$ cat src/rtl/core/velocity_shape_and_slew_axis_unit_assert.svh
// Assertion macros for the velocity shaping and slew unit.
// Each macro expects clk and rst_n in the scope where it is used.
`ifndef VELOCITY_SHAPE_AND_SLEW_AXIS_UNIT_ASSERT_SVH
`define VELOCITY_SHAPE_AND_SLEW_AXIS_UNIT_ASSERT_SVH

// The consequent must hold in the same cycle as the antecedent.
`define VSS_ASSERT_HOLDS(label, ante, cons) \
    label: assert property (@(posedge clk) disable iff (!rst_n) (ante) |-> (cons)) \
        else $error("velocity unit check failed");

// The consequent must hold in the cycle after the antecedent.
`define VSS_ASSERT_NEXT(label, ante, cons) \
    label: assert property (@(posedge clk) disable iff (!rst_n) (ante) |=> (cons)) \
        else $error("velocity unit check failed");

`endif

$ cat src/rtl/core/vel_slew_pkg.sv
`default_nettype none

package vel_slew_pkg;

    typedef enum logic [1:0] {
        MODE_PASSTHROUGH = 2'd0,
        MODE_BOOST       = 2'd1,
        MODE_STOP        = 2'd2,
        MODE_NO_SOURCE   = 2'd3
    } mode_t;

    typedef enum logic [2:0] {
        CFG_DEADBAND     = 3'd0,
        CFG_GAIN         = 3'd1,
        CFG_BOOST_FLOOR  = 3'd2,
        CFG_VEL_LOW      = 3'd3,
        CFG_VEL_HIGH     = 3'd4,
        CFG_ACCEL_LIMIT  = 3'd5,
        CFG_DECEL_LIMIT  = 3'd6,
        CFG_IDLE_EPSILON = 3'd7
    } cfg_index_t;

    localparam logic signed [15:0] DEADBAND_RESET     = 16'sd0;
    localparam logic        [15:0] GAIN_RESET         = 16'd6144;
    localparam logic        [14:0] BOOST_FLOOR_RESET  = 15'd1024;
    localparam logic signed [15:0] VEL_LOW_RESET      = -16'sd614;
    localparam logic signed [15:0] VEL_HIGH_RESET     = 16'sd4915;
    localparam logic signed [15:0] ACCEL_LIMIT_RESET  = 16'sd10240;
    localparam logic signed [15:0] DECEL_LIMIT_RESET  = -16'sd16384;
    localparam logic        [14:0] IDLE_EPSILON_RESET = 15'd4;

    localparam logic [16:0] DT_ONE      = 17'h10000;
    localparam logic [32:0] BOOST_ROUND = 33'h000000800;
    localparam logic [32:0] STEP_ROUND  = 33'h000008000;
    localparam logic [19:0] NEG_LIMIT   = 20'd32768;
    localparam logic [19:0] POS_LIMIT   = 20'd32767;

    typedef struct packed {
        logic signed [15:0] command;
        mode_t              mode;
        logic               feedback_valid;
        logic signed [15:0] feedback_velocity;
        logic        [16:0] tick_dt;
    } in_item_t;

endpackage

`default_nettype wire

$ cat src/rtl/core/velocity_shape_and_slew_axis_unit.sv
// Velocity shaping and slew limiting for one motion axis.
// Requests arrive on the in channel (valid/ready) with the raw command, the
// mode, optional fresh feedback and the tick time. Each request produces
// exactly one result on the out channel (valid/ready): the rate limited
// velocity and its publish flag.
// An accepted request is held in the input register. From there the
// deadband, boost, clamp and slew step against the previous output are
// computed in one pass and loaded into the result register once that
// register is free or is being emptied. One request is taken in every
// cycle while the receiver keeps up.
// When the receiver stalls, the result register holds and one more request
// waits in the input register; in_ready falls only when both are occupied,
// and it rises in the same cycle that out_ready frees the result register.
// The configuration channel takes a register index and data and is always
// ready; the user must write registers only while no request is in flight, as the block does not enforce it.
// Reset clears both valid flags, loads the configuration defaults and
// sets the last output velocity to zero.
`default_nettype none

module velocity_shape_and_slew_axis_unit (
    input  wire logic               clk,
    input  wire logic               rst_n,
    input  wire logic               in_valid,
    output      logic               in_ready,
    input  wire logic signed [15:0] command,
    input  wire logic        [1:0]  mode,
    input  wire logic               feedback_valid,
    input  wire logic signed [15:0] feedback_velocity,
    input  wire logic        [16:0] tick_dt,
    output      logic               out_valid,
    input  wire logic               out_ready,
    output      logic signed [15:0] velocity,
    output      logic               publish,
    input  wire logic               cfg_valid,
    output      logic               cfg_ready,
    input  wire logic        [2:0]  cfg_index,
    input  wire logic        [15:0] cfg_data
);

    logic signed [15:0] deadband_reg, deadband_next;
    logic        [15:0] gain_reg, gain_next;
    logic        [14:0] boost_floor_reg, boost_floor_next;
    logic signed [15:0] vel_low_reg, vel_low_next;
    logic signed [15:0] vel_high_reg, vel_high_next;
    logic signed [15:0] accel_limit_reg, accel_limit_next;
    logic signed [15:0] decel_limit_reg, decel_limit_next;
    logic        [14:0] idle_epsilon_reg, idle_epsilon_next;

    logic s1_valid_reg, s1_valid_next;
    logic out_valid_reg, out_valid_next;

    vel_slew_pkg::in_item_t s1_reg, s1_next;

    logic signed [15:0] last_output_reg, last_output_next;
    logic signed [15:0] out_velocity_reg, out_velocity_next;
    logic               out_publish_reg, out_publish_next;

    logic s1_go;

    // Shaping signals
    logic signed [16:0] cmd_ext, db_ext;
    logic        [16:0] cmd_mag, db_mag, filt_mag;
    logic               in_deadband;
    logic signed [15:0] filtered;
    logic               boost_neg;
    logic        [32:0] boost_full, boost_sum;
    logic        [19:0] boost_round, boost_lifted;
    logic signed [15:0] boost_value, pre_clamp, low_clamped, clamped;
    logic signed [15:0] target;

    // Step size signals
    logic        [15:0] accel_mag, decel_mag;
    logic        [16:0] dt_sat;
    logic        [32:0] accel_full, decel_full, up_sum, down_sum;
    logic        [15:0] step_up, step_down;

    // Slew signals
    logic signed [15:0] current;
    logic signed [16:0] delta;
    logic        [16:0] delta_mag;
    logic               delta_pos;
    logic        [15:0] step;
    logic signed [15:0] result;
    logic signed [16:0] result_ext, out_ext;
    logic        [16:0] result_mag, out_mag;
    logic               quiet_ok;

    // Handshake
    assign s1_go     = !out_valid_reg || out_ready;
    assign in_ready  = !s1_valid_reg || s1_go;
    assign cfg_ready = 1'b1;
    assign out_valid = out_valid_reg;
    assign velocity  = out_velocity_reg;
    assign publish   = out_publish_reg;

    always_comb
    begin
        s1_valid_next  = in_ready ? in_valid : s1_valid_reg;
        out_valid_next = s1_go ? s1_valid_reg : out_valid_reg;
    end

    // Configuration registers
    always_comb
    begin
        deadband_next     = deadband_reg;
        gain_next         = gain_reg;
        boost_floor_next  = boost_floor_reg;
        vel_low_next      = vel_low_reg;
        vel_high_next     = vel_high_reg;
        accel_limit_next  = accel_limit_reg;
        decel_limit_next  = decel_limit_reg;
        idle_epsilon_next = idle_epsilon_reg;
        if (cfg_valid && cfg_ready)
        begin
            unique case (vel_slew_pkg::cfg_index_t'(cfg_index))
                vel_slew_pkg::CFG_DEADBAND:     deadband_next     = cfg_data;
                vel_slew_pkg::CFG_GAIN:         gain_next         = cfg_data;
                vel_slew_pkg::CFG_BOOST_FLOOR:  boost_floor_next  = cfg_data[14:0];
                vel_slew_pkg::CFG_VEL_LOW:      vel_low_next      = cfg_data;
                vel_slew_pkg::CFG_VEL_HIGH:     vel_high_next     = cfg_data;
                vel_slew_pkg::CFG_ACCEL_LIMIT:  accel_limit_next  = cfg_data;
                vel_slew_pkg::CFG_DECEL_LIMIT:  decel_limit_next  = cfg_data;
                vel_slew_pkg::CFG_IDLE_EPSILON: idle_epsilon_next = cfg_data[14:0];
            endcase
        end
    end

    // Input register
    always_comb
    begin
        s1_next = s1_reg;
        if (in_valid && in_ready)
        begin
            s1_next.command           = command;
            s1_next.mode              = vel_slew_pkg::mode_t'(mode);
            s1_next.feedback_valid    = feedback_valid;
            s1_next.feedback_velocity = feedback_velocity;
            s1_next.tick_dt           = tick_dt;
        end
    end

    // Shaping: deadband, boost product, rounding, minimum boost and clamping
    always_comb
    begin
        cmd_ext     = {s1_reg.command[15], s1_reg.command};
        db_ext      = {deadband_reg[15], deadband_reg};
        cmd_mag     = cmd_ext[16] ? 17'(-cmd_ext) : 17'(cmd_ext);
        db_mag      = db_ext[16] ? 17'(-db_ext) : 17'(db_ext);
        in_deadband = cmd_mag < db_mag;
        filt_mag    = in_deadband ? 17'd0 : cmd_mag;
        filtered    = in_deadband ? 16'sd0 : s1_reg.command;
        boost_neg   = !in_deadband && s1_reg.command[15] && (gain_reg != 16'd0);

        boost_full   = {16'd0, filt_mag} * {17'd0, gain_reg};
        boost_sum    = boost_full + vel_slew_pkg::BOOST_ROUND;
        boost_round  = boost_sum[31:12];
        boost_lifted = ((boost_floor_reg != 15'd0) && (boost_round < {5'd0, boost_floor_reg}))
                       ? {5'd0, boost_floor_reg} : boost_round;
        if (boost_neg)
        begin
            boost_value = (boost_lifted > vel_slew_pkg::NEG_LIMIT) ? 16'sh8000
                          : $signed(~boost_lifted[15:0] + 16'd1);
        end
        else
        begin
            boost_value = (boost_lifted > vel_slew_pkg::POS_LIMIT) ? 16'sd32767
                          : $signed(boost_lifted[15:0]);
        end

        pre_clamp   = (s1_reg.mode == vel_slew_pkg::MODE_PASSTHROUGH) ? filtered
                                                                       : boost_value;
        low_clamped = (pre_clamp < vel_low_reg) ? vel_low_reg : pre_clamp;
        clamped     = (low_clamped > vel_high_reg) ? vel_high_reg : low_clamped;

        target = ((s1_reg.mode == vel_slew_pkg::MODE_PASSTHROUGH)
                  || ((s1_reg.mode == vel_slew_pkg::MODE_BOOST) && (filt_mag != 17'd0)))
                 ? clamped : 16'sd0;
    end

    // Step sizes for rising and falling velocity
    always_comb
    begin
        accel_mag  = accel_limit_reg[15] ? (~accel_limit_reg + 16'd1) : accel_limit_reg;
        decel_mag  = decel_limit_reg[15] ? (~decel_limit_reg + 16'd1) : decel_limit_reg;
        dt_sat     = (s1_reg.tick_dt > vel_slew_pkg::DT_ONE) ? vel_slew_pkg::DT_ONE
                                                              : s1_reg.tick_dt;
        accel_full = {17'd0, accel_mag} * {16'd0, dt_sat};
        decel_full = {17'd0, decel_mag} * {16'd0, dt_sat};
        up_sum     = accel_full + vel_slew_pkg::STEP_ROUND;
        down_sum   = decel_full + vel_slew_pkg::STEP_ROUND;
        step_up    = up_sum[31:16];
        step_down  = down_sum[31:16];
    end

    // Slew: step from the current velocity toward the target
    always_comb
    begin
        current    = s1_reg.feedback_valid ? s1_reg.feedback_velocity : last_output_reg;
        delta      = {target[15], target} - {current[15], current};
        delta_pos  = !delta[16] && (delta != 17'sd0);
        delta_mag  = delta[16] ? 17'(-delta) : 17'(delta);
        step       = delta_pos ? step_up : step_down;
        if (delta_mag <= {1'b0, step})
        begin
            result = target;
        end
        else if (delta_pos)
        begin
            result = $signed(current + step);
        end
        else
        begin
            result = $signed(current - step);
        end
        result_ext = {result[15], result};
        result_mag = result_ext[16] ? 17'(-result_ext) : 17'(result_ext);

        last_output_next  = last_output_reg;
        out_velocity_next = out_velocity_reg;
        out_publish_next  = out_publish_reg;
        if (s1_valid_reg && s1_go)
        begin
            last_output_next  = result;
            out_velocity_next = result;
            out_publish_next  = !((s1_reg.mode == vel_slew_pkg::MODE_NO_SOURCE)
                                  && (result_mag <= {2'd0, idle_epsilon_reg}));
        end
    end

    always_ff @(posedge clk or negedge rst_n)
    begin
        if (!rst_n)
        begin
            deadband_reg     <= vel_slew_pkg::DEADBAND_RESET;
            gain_reg         <= vel_slew_pkg::GAIN_RESET;
            boost_floor_reg  <= vel_slew_pkg::BOOST_FLOOR_RESET;
            vel_low_reg      <= vel_slew_pkg::VEL_LOW_RESET;
            vel_high_reg     <= vel_slew_pkg::VEL_HIGH_RESET;
            accel_limit_reg  <= vel_slew_pkg::ACCEL_LIMIT_RESET;
            decel_limit_reg  <= vel_slew_pkg::DECEL_LIMIT_RESET;
            idle_epsilon_reg <= vel_slew_pkg::IDLE_EPSILON_RESET;
            s1_valid_reg     <= 1'b0;
            out_valid_reg    <= 1'b0;
            last_output_reg  <= 16'sd0;
        end
        else
        begin
            deadband_reg     <= deadband_next;
            gain_reg         <= gain_next;
            boost_floor_reg  <= boost_floor_next;
            vel_low_reg      <= vel_low_next;
            vel_high_reg     <= vel_high_next;
            accel_limit_reg  <= accel_limit_next;
            decel_limit_reg  <= decel_limit_next;
            idle_epsilon_reg <= idle_epsilon_next;
            s1_valid_reg     <= s1_valid_next;
            out_valid_reg    <= out_valid_next;
            last_output_reg  <= last_output_next;
        end
    end

    always_ff @(posedge clk)
    begin
        s1_reg           <= s1_next;
        out_velocity_reg <= out_velocity_next;
        out_publish_reg  <= out_publish_next;
    end

    assign out_ext  = {out_velocity_reg[15], out_velocity_reg};
    assign out_mag  = out_ext[16] ? 17'(-out_ext) : 17'(out_ext);
    assign quiet_ok = out_mag <= {2'd0, idle_epsilon_reg};

`include "velocity_shape_and_slew_axis_unit_assert.svh"

    `VSS_ASSERT_NEXT(a_last_output_tracks, s1_valid_reg && s1_go, last_output_reg == velocity)
    `VSS_ASSERT_HOLDS(a_blocked_only_when_full, !in_ready, s1_valid_reg && out_valid_reg && !out_ready)
    `VSS_ASSERT_HOLDS(a_quiet_result_is_small, out_valid_reg && !out_publish_reg, quiet_ok)

endmodule

`default_nettype wire

$ cat config.mk
export PLATFORM = sky130hd
export DESIGN_NAME = velocity_shape_and_slew_axis_unit
export DESIGN_NICKNAME = d
export VERILOG_FILES = /design/src/rtl/core/vel_slew_pkg.sv /design/src/rtl/core/velocity_shape_and_slew_axis_unit.sv
export VERILOG_INCLUDE_DIRS = /design/src /design/src/rtl/core
export SDC_FILE = /design/constraint.sdc
export NUM_CORES = 2
export LEC_CHECK = 0
export BUFFER_PORTS_ARGS = -buffer_cell sky130_fd_sc_hd__buf_4
export CORE_MARGIN = 2
export CORE_UTILIZATION = 35
export DETAILED_ROUTE_END_ITERATION = 10
export GPL_TIMING_DRIVEN = 0
export PLACE_DENSITY = 0.55
export SLEW_MARGIN = 20
export SYNTH_ARGS = -nofsm -noshare
export SYNTH_HDL_FRONTEND = slang
export SYNTH_SLANG_ARGS = --single-unit
$ cat constraint.sdc
create_clock -name clk -period 32.6 [get_ports clk]
set_input_delay 9.78 -clock clk [delete_from_list [all_inputs] [get_ports clk]]
set_output_delay 9.78 -clock clk [all_outputs]
set_load 0.05 [all_outputs]
==> Word level (Yosys, flattened, before mapping) <==
Cells that the tools add are included.
{ "totals": {"reg_bits": 213, "input_bits": 76, "out_inout_bits": 20, "wordCells": 106} }
{ "op_classes": {"n_addsub": 13, "mul": 3, "magnitude_cmp": 9, "eq_ne": 9, "mux": 21, "bitwise_logic": 3, "reduce_logical": 30} }
{ "ops": {"columns": ["cell", "count"], "rows": [
  ["two-way mux 16 bit", 14],
  ["two-way mux 17 bit", 6],
  ["adder 32 x 16 -> 32 bit, second input constant", 2],
  ["multiplier 16 x 17 -> 32 bit", 2],
  ["negator 16 -> 17 bit", 3],
  ["adder 16 x 1 -> 16 bit, second input constant", 3],
  ["NOT 16 bit", 3],
  ["nonzero test 17 bit", 2],
  ["adder 32 x 12 -> 32 bit, second input constant", 1],
  ["multiplier 17 x 16 -> 32 bit", 1],
  ["> comparator 20 x 15 -> 1 bit, second input constant", 1],
  ["> comparator 20 x 16 -> 1 bit, second input constant", 1],
  ["less-than comparator 20 x 15 -> 1 bit", 1],
  ["two-way mux 20 bit", 1],
  ["> comparator 17 bit, second input constant", 1],
  ["less-or-equal comparator 17 x 15 -> 1 bit", 1],
  ["less-or-equal comparator 17 x 16 -> 1 bit", 1],
  ["less-than comparator 17 bit", 1],
  ["negator 17 bit", 1],
  ["subtractor 16 x 16 -> 17 bit", 1],
  ["adder 16 bit", 1],
  ["> comparator 16 bit", 1],
  ["less-than comparator 16 bit", 1],
  ["AND reduction 2 bit", 8],
  ["13 further kinds", 30]
]} }

==> Logic depth before layout (Yosys ltp) <==
{ "depth": {"ltp_word": 31, "mapped_depth": 124, "depth_no_buf": 111} }

==> Worst setup path after synthesis <==
OpenSTA, ideal clock, no wires.
{ "synth_timing": {"kind": "register to register", "startpoint": "register s1_reg (netlist bit cmd_ext[5])", "endpoint": "register out_publish_reg, in the netlist publish, data pin", "setup_ps": 259, "t_arrival_ps": 23954, "required_time_ps": 32341, "setup_slack_ps": 8387, "path_stages_with_launch": 116, "n_path_buf": 13, "period_less_slack_ps": 24213, "path_cell_list": "edfxtp_1 or4_1 or4_1 nor3_1 ha_1 and4_1 a221oi_4 buf_6 nand2_1 clkbuf_1 clkbuf_1 clkbuf_1 and3_1 fa_1 inv_1 fa_1 fa_1 fa_1 [... 80 more ...] or4b_1 a31o_2 buf_6 nor2_1 a21oi_1 ha_1 nor2b_1 o21ai_0 nand2b_1 a21oi_1 o21ai_0 a21o_1 a21oi_1 o21ai_0 a21o_1 a21oi_1 o211a_1 o31ai_1"} }
{ "synth_between": {"elab_chain_cells": 31, "word_cells_on_any_way": 46, "cone_classes": "8 x add/sub; 1 x mul; 8 x order compare; 16 x mux; 1 x bitwise; 12 x reduce/logical"} }
{ "synth_rtl": {"columns": ["item", "line_no", "text"], "rows": [
  ["start, declared", "velocity_shape_and_slew_axis_unit.sv:52", "vel_slew_pkg::in_item_t s1_reg, s1_next;"],
  ["start signal, assigned", "velocity_shape_and_slew_axis_unit.sv:264", "s1_reg <= s1_next;"],
  ["negator 16 -> 17 bit", "velocity_shape_and_slew_axis_unit.sv:147", "cmd_mag = cmd_ext[16] ? 17'(-cmd_ext) : 17'(cmd_ext);"],
  ["two-way mux 17 bit", "velocity_shape_and_slew_axis_unit.sv:147", null],
  ["less-than comparator 17 bit", "velocity_shape_and_slew_axis_unit.sv:149", "in_deadband = cmd_mag < db_mag;"],
  ["two-way mux 17 bit", "velocity_shape_and_slew_axis_unit.sv:150", "filt_mag = in_deadband ? 17'd0 : cmd_mag;"],
  ["multiplier 17 x 16 -> 32 bit", "velocity_shape_and_slew_axis_unit.sv:154", "boost_full = {16'd0, filt_mag} * {17'd0, gain_reg};"],
  ["adder 32 x 12 -> 32 bit", "velocity_shape_and_slew_axis_unit.sv:155", "boost_sum = boost_full + vel_slew_pkg::BOOST_ROUND;"],
  ["less-than comparator 20 x 15 -> 1 bit", "velocity_shape_and_slew_axis_unit.sv:157", "boost_lifted = ((boost_floor_reg != 15'd0) && (boost_round < {5'd0, boost_floor_reg}))"],
  ["logical AND 1 bit", "velocity_shape_and_slew_axis_unit.sv:157", null],
  ["[... 10 more ...]", null, null],
  ["two-way mux 16 bit *", "velocity_shape_and_slew_axis_unit.sv:177", "? clamped : 16'sd0;"],
  ["parallel branches: the longest is 6 deep, another holds subtractor 16 x 16 -> 17 bit", null, null],
  ["two-way mux 16 bit *", "velocity_shape_and_slew_axis_unit.sv:203", "if (delta_mag <= {1'b0, step})"],
  ["negator 16 -> 17 bit", "velocity_shape_and_slew_axis_unit.sv:216", "result_mag = result_ext[16] ? 17'(-result_ext) : 17'(result_ext);"],
  ["two-way mux 17 bit *", "velocity_shape_and_slew_axis_unit.sv:216", null],
  ["less-or-equal comparator 17 x 15 -> 1 bit *", "velocity_shape_and_slew_axis_unit.sv:226", "&& (result_mag <= {2'd0, idle_epsilon_reg}));"],
  ["logical AND 1 bit *", "velocity_shape_and_slew_axis_unit.sv:226", null],
  ["logical NOT 1 bit *", "velocity_shape_and_slew_axis_unit.sv:225", "out_publish_next = !((s1_reg.mode == vel_slew_pkg::MODE_NO_SOURCE)"],
  ["end signal, assigned", "velocity_shape_and_slew_axis_unit.sv:266", "out_publish_reg <= out_publish_next;"],
  ["end, declared", "velocity_shape_and_slew_axis_unit.sv:56", "logic out_publish_reg, out_publish_next;"]
]} }
Mark *: on every way between the ends.
A chain may end at the register's enable or synchronous reset.

==> Final worst setup path <==
{ "layout_timing": {"startpoint": "register s1_reg (netlist bit cmd_ext[6])", "endpoint": "register out_publish_reg, in the netlist publish, data pin"} }
Same word-level chain as after synthesis.

==> flow_summary.ini <==
[outcome]
run_status = complete, no violations

[sta]
setup-tns-final_ns = 0
transition_at_the_pin_with_the_smallest_max_transition_slack_ns = 1.29
fin_worst_hold_slack_ns = 0.482
final-setup-viol-count = 0
grt_setup_unrepaired = false
setup_ws_final_ns = 1.95
part_of_the_cycle_the_worst_path_needs_pct = 94.0
relSlewSlack_pct = 13.7
layout_min_cycle_time_ns = 30.65
drv_slew = 0
finClkSkew_ns = 0.0237
timing_hold_violations_final = 0
max_clock_freq_mhz = 32.6

[grt]
grt_antenna_before_repair = 3
grt_start_max_net_pins = 79
grt_pass1_vias = 35600
global_route.usage.total_pct = 22.7
grt_overflow_total = 0
grt_first_pass_wirelength_um = 219000

[place]
post-place-cells = 6640
post-dp-hpwl_um = 116000
routabilityCongestion = 0.946
place_worst_setup_slack_ns = 1.79
io_buffer_count = 90

[synthesis]
synthesis.area_per_instance_um2 = 8.79
synth_area_leaders = fa_1, ha_1, inv_1
ys_ff_latch = 213
synth_cell_types = 111
yosysWarningCount = 0
yosysTopAreaCell = fa_1
cells_after_synthesis = 4907
ys.flop_type = dfrtp_1
synth_top_area_share_pct = 28.8
number_of_enable_flip_flop_cells_after_synthesis = 69
synth_area_um2 = 43100
synth_seq_area_share_pct = 13.2
synth_async_sr_flop_share_pct = 67.6

[hold_path]
min_path_type = reg2reg
min_to = last_output_reg[7]
timing.hold.worst.start = last_output_reg[7]
hold_path_stages = 2

[clocking]
tritoncts_buffers = 26
clk_pin_slew_ns = 0.08
ctsLongestPathBuffers = 3
clock_latency_of_the_later_clocked_register_in_the_worst_skew_pair_ns = 0.62
postCtsSetupBuffers = 0
cts-resized-gates = 0
cts_root_buffer = clkbuf_16
htree_levels = 1
clock_tree_from_tritoncts = yes
clock_sink_count = 213
holdBufCountCts = 0

[run]
max_cap_violations = 0

[final_layout]
syn_to_final_growth_pct = 8.83
layout_commonest_cell = inv_1
finalNonFillerCells = 6690
final_layout_size_suffix_gt1_share_pct = 7.39
layout_common_cells = inv_1, fa_1, nand2_1, ha_1, nor2_1
fin_nets = 6204
largest_register_ffs = 36

[critical_path]
required_time_reported_for_the_critical_path_endpoint_ns = 32.93
critical_path_class = reg2reg
crit-reg2reg-launch = cmd_ext[6]
reg2reg_setup_slack_ns = 1.95
worstSetupEndpointType = flip-flop
critPathMaxStageDelay_ns = 0.72
cp-start-kind = flip-flop
crit_arrival_ns = 30.99
crit_fanout = 10
worst_r2r_endpoint = publish
critPathSlowestCell = nor3_2
r2r.worst_path.cells = 111

[die]
start_util_pct = 35.3
number_of_top_level_pins = 96
die_boundary_height_um = 355
design.die.area_um2 = 126000
floorplan.die.width_um = 355
fp-row-count = 128
core_um2 = 122000

[route]
detail_route.first_pass.iterations = 6
detailedRoute.firstIterationViolations = 2999
detailroute.via_count = 35300
drc_errors_left = 0
ant_nets = 0
detail_route.wl_per_cell_um = 21.4
routed_wl_um = 143000
route.detailed.vias_per_inst = 5.28
## stage by stage
step           instance area, µm²  util, %
4_1_cts                     46900     38.4
3_3_place_gp                45900     37.6
3_5_place_dp                46000     37.7
5_1_grt                     46900     38.5
2_1_floorplan               43200        -
6_report                    46900     38.5
## worst max-delay path: cells and delay by family, from the launching register on
family | cells | cell delay (ns)
AOI/OAI and AO/OA | 51 | 10.37
xor gates and xnor gates | 4 | 1.15
adders and majority gates | 15 | 5.93
buffers and inverters | 15 | 4.44
DFF | 1 | 0.57
and+or+nand+nor | 26 | 7.84
## logic make-up (layout without fill, tap and decap cells)
family                     Yosys count  count (layout)  share of synthesized area, %
muxes                              152             152                          3.86
xor gates and xnor gates           196             196                          4.00
buffers and inverters             1107            1246                          9.77
AOI/OAI and AO/OA                  651             651                          10.4
adders and majority gates         1085            1085                          42.3
and+or+nand+nor                   1501            1501                          16.5
other                                2              21                        0.0174
DFF                                213             213                          13.2
## cell usage after synthesis (all sizes together), types with 12 or more instances
cell type and n:
nand4 36, nand3 45, or3 27, a21oi 125, clkbuf 183, edfxtp 69, a21o 57, o22ai 12
nor3 56, nor2 380, dfrtp 118, nand2b 41, fa 621, a21boi 14, mux2i 40, nor2b 31
nand2 574, and4 13, nor4 27, dfstp 26, a211oi 36, a31oi 28, o31ai 31, xor2 88
or2 18, mux2 112, or4 12, o211ai 20, inv 894, and2 83, and3 120, xnor2 108
o21a 31, ha 464, o21ai 152, buf 30
## layout make-up
class                      count  area (µm²)
multi-input combinational   3603       33300
fill                       12600       75100
timing repair buffer          92         731
tap                         1625        2030
sequential                   213        5710
clock buffer                  28         668
inverter                     894        3360
buffer                       213         861
antenna                        3        7.51
clock inverter                19         236
## worst max path at each step
stage               start  endpoint
2_1_floorplan  cmd_ext[5]   publish
3_3_place_gp   cmd_ext[5]   publish
3_5_place_dp   cmd_ext[5]   publish
4_1_cts        cmd_ext[6]   publish
5_1_grt        cmd_ext[6]   publish
6_report       cmd_ext[6]   publish
## per-layer routing
layer  up-vias  track usage [%]  share of wire (%)
li1      16200                -                  -
met3       234             4.04                7.5
met5         -                0                  0
met4         0             6.68                3.2
met1     17600             31.5                 44
met2      1283             35.9                 45
Power is not shown: default switching activity piles up to over one toggle a cycle in this logic, so the estimate is an artifact.
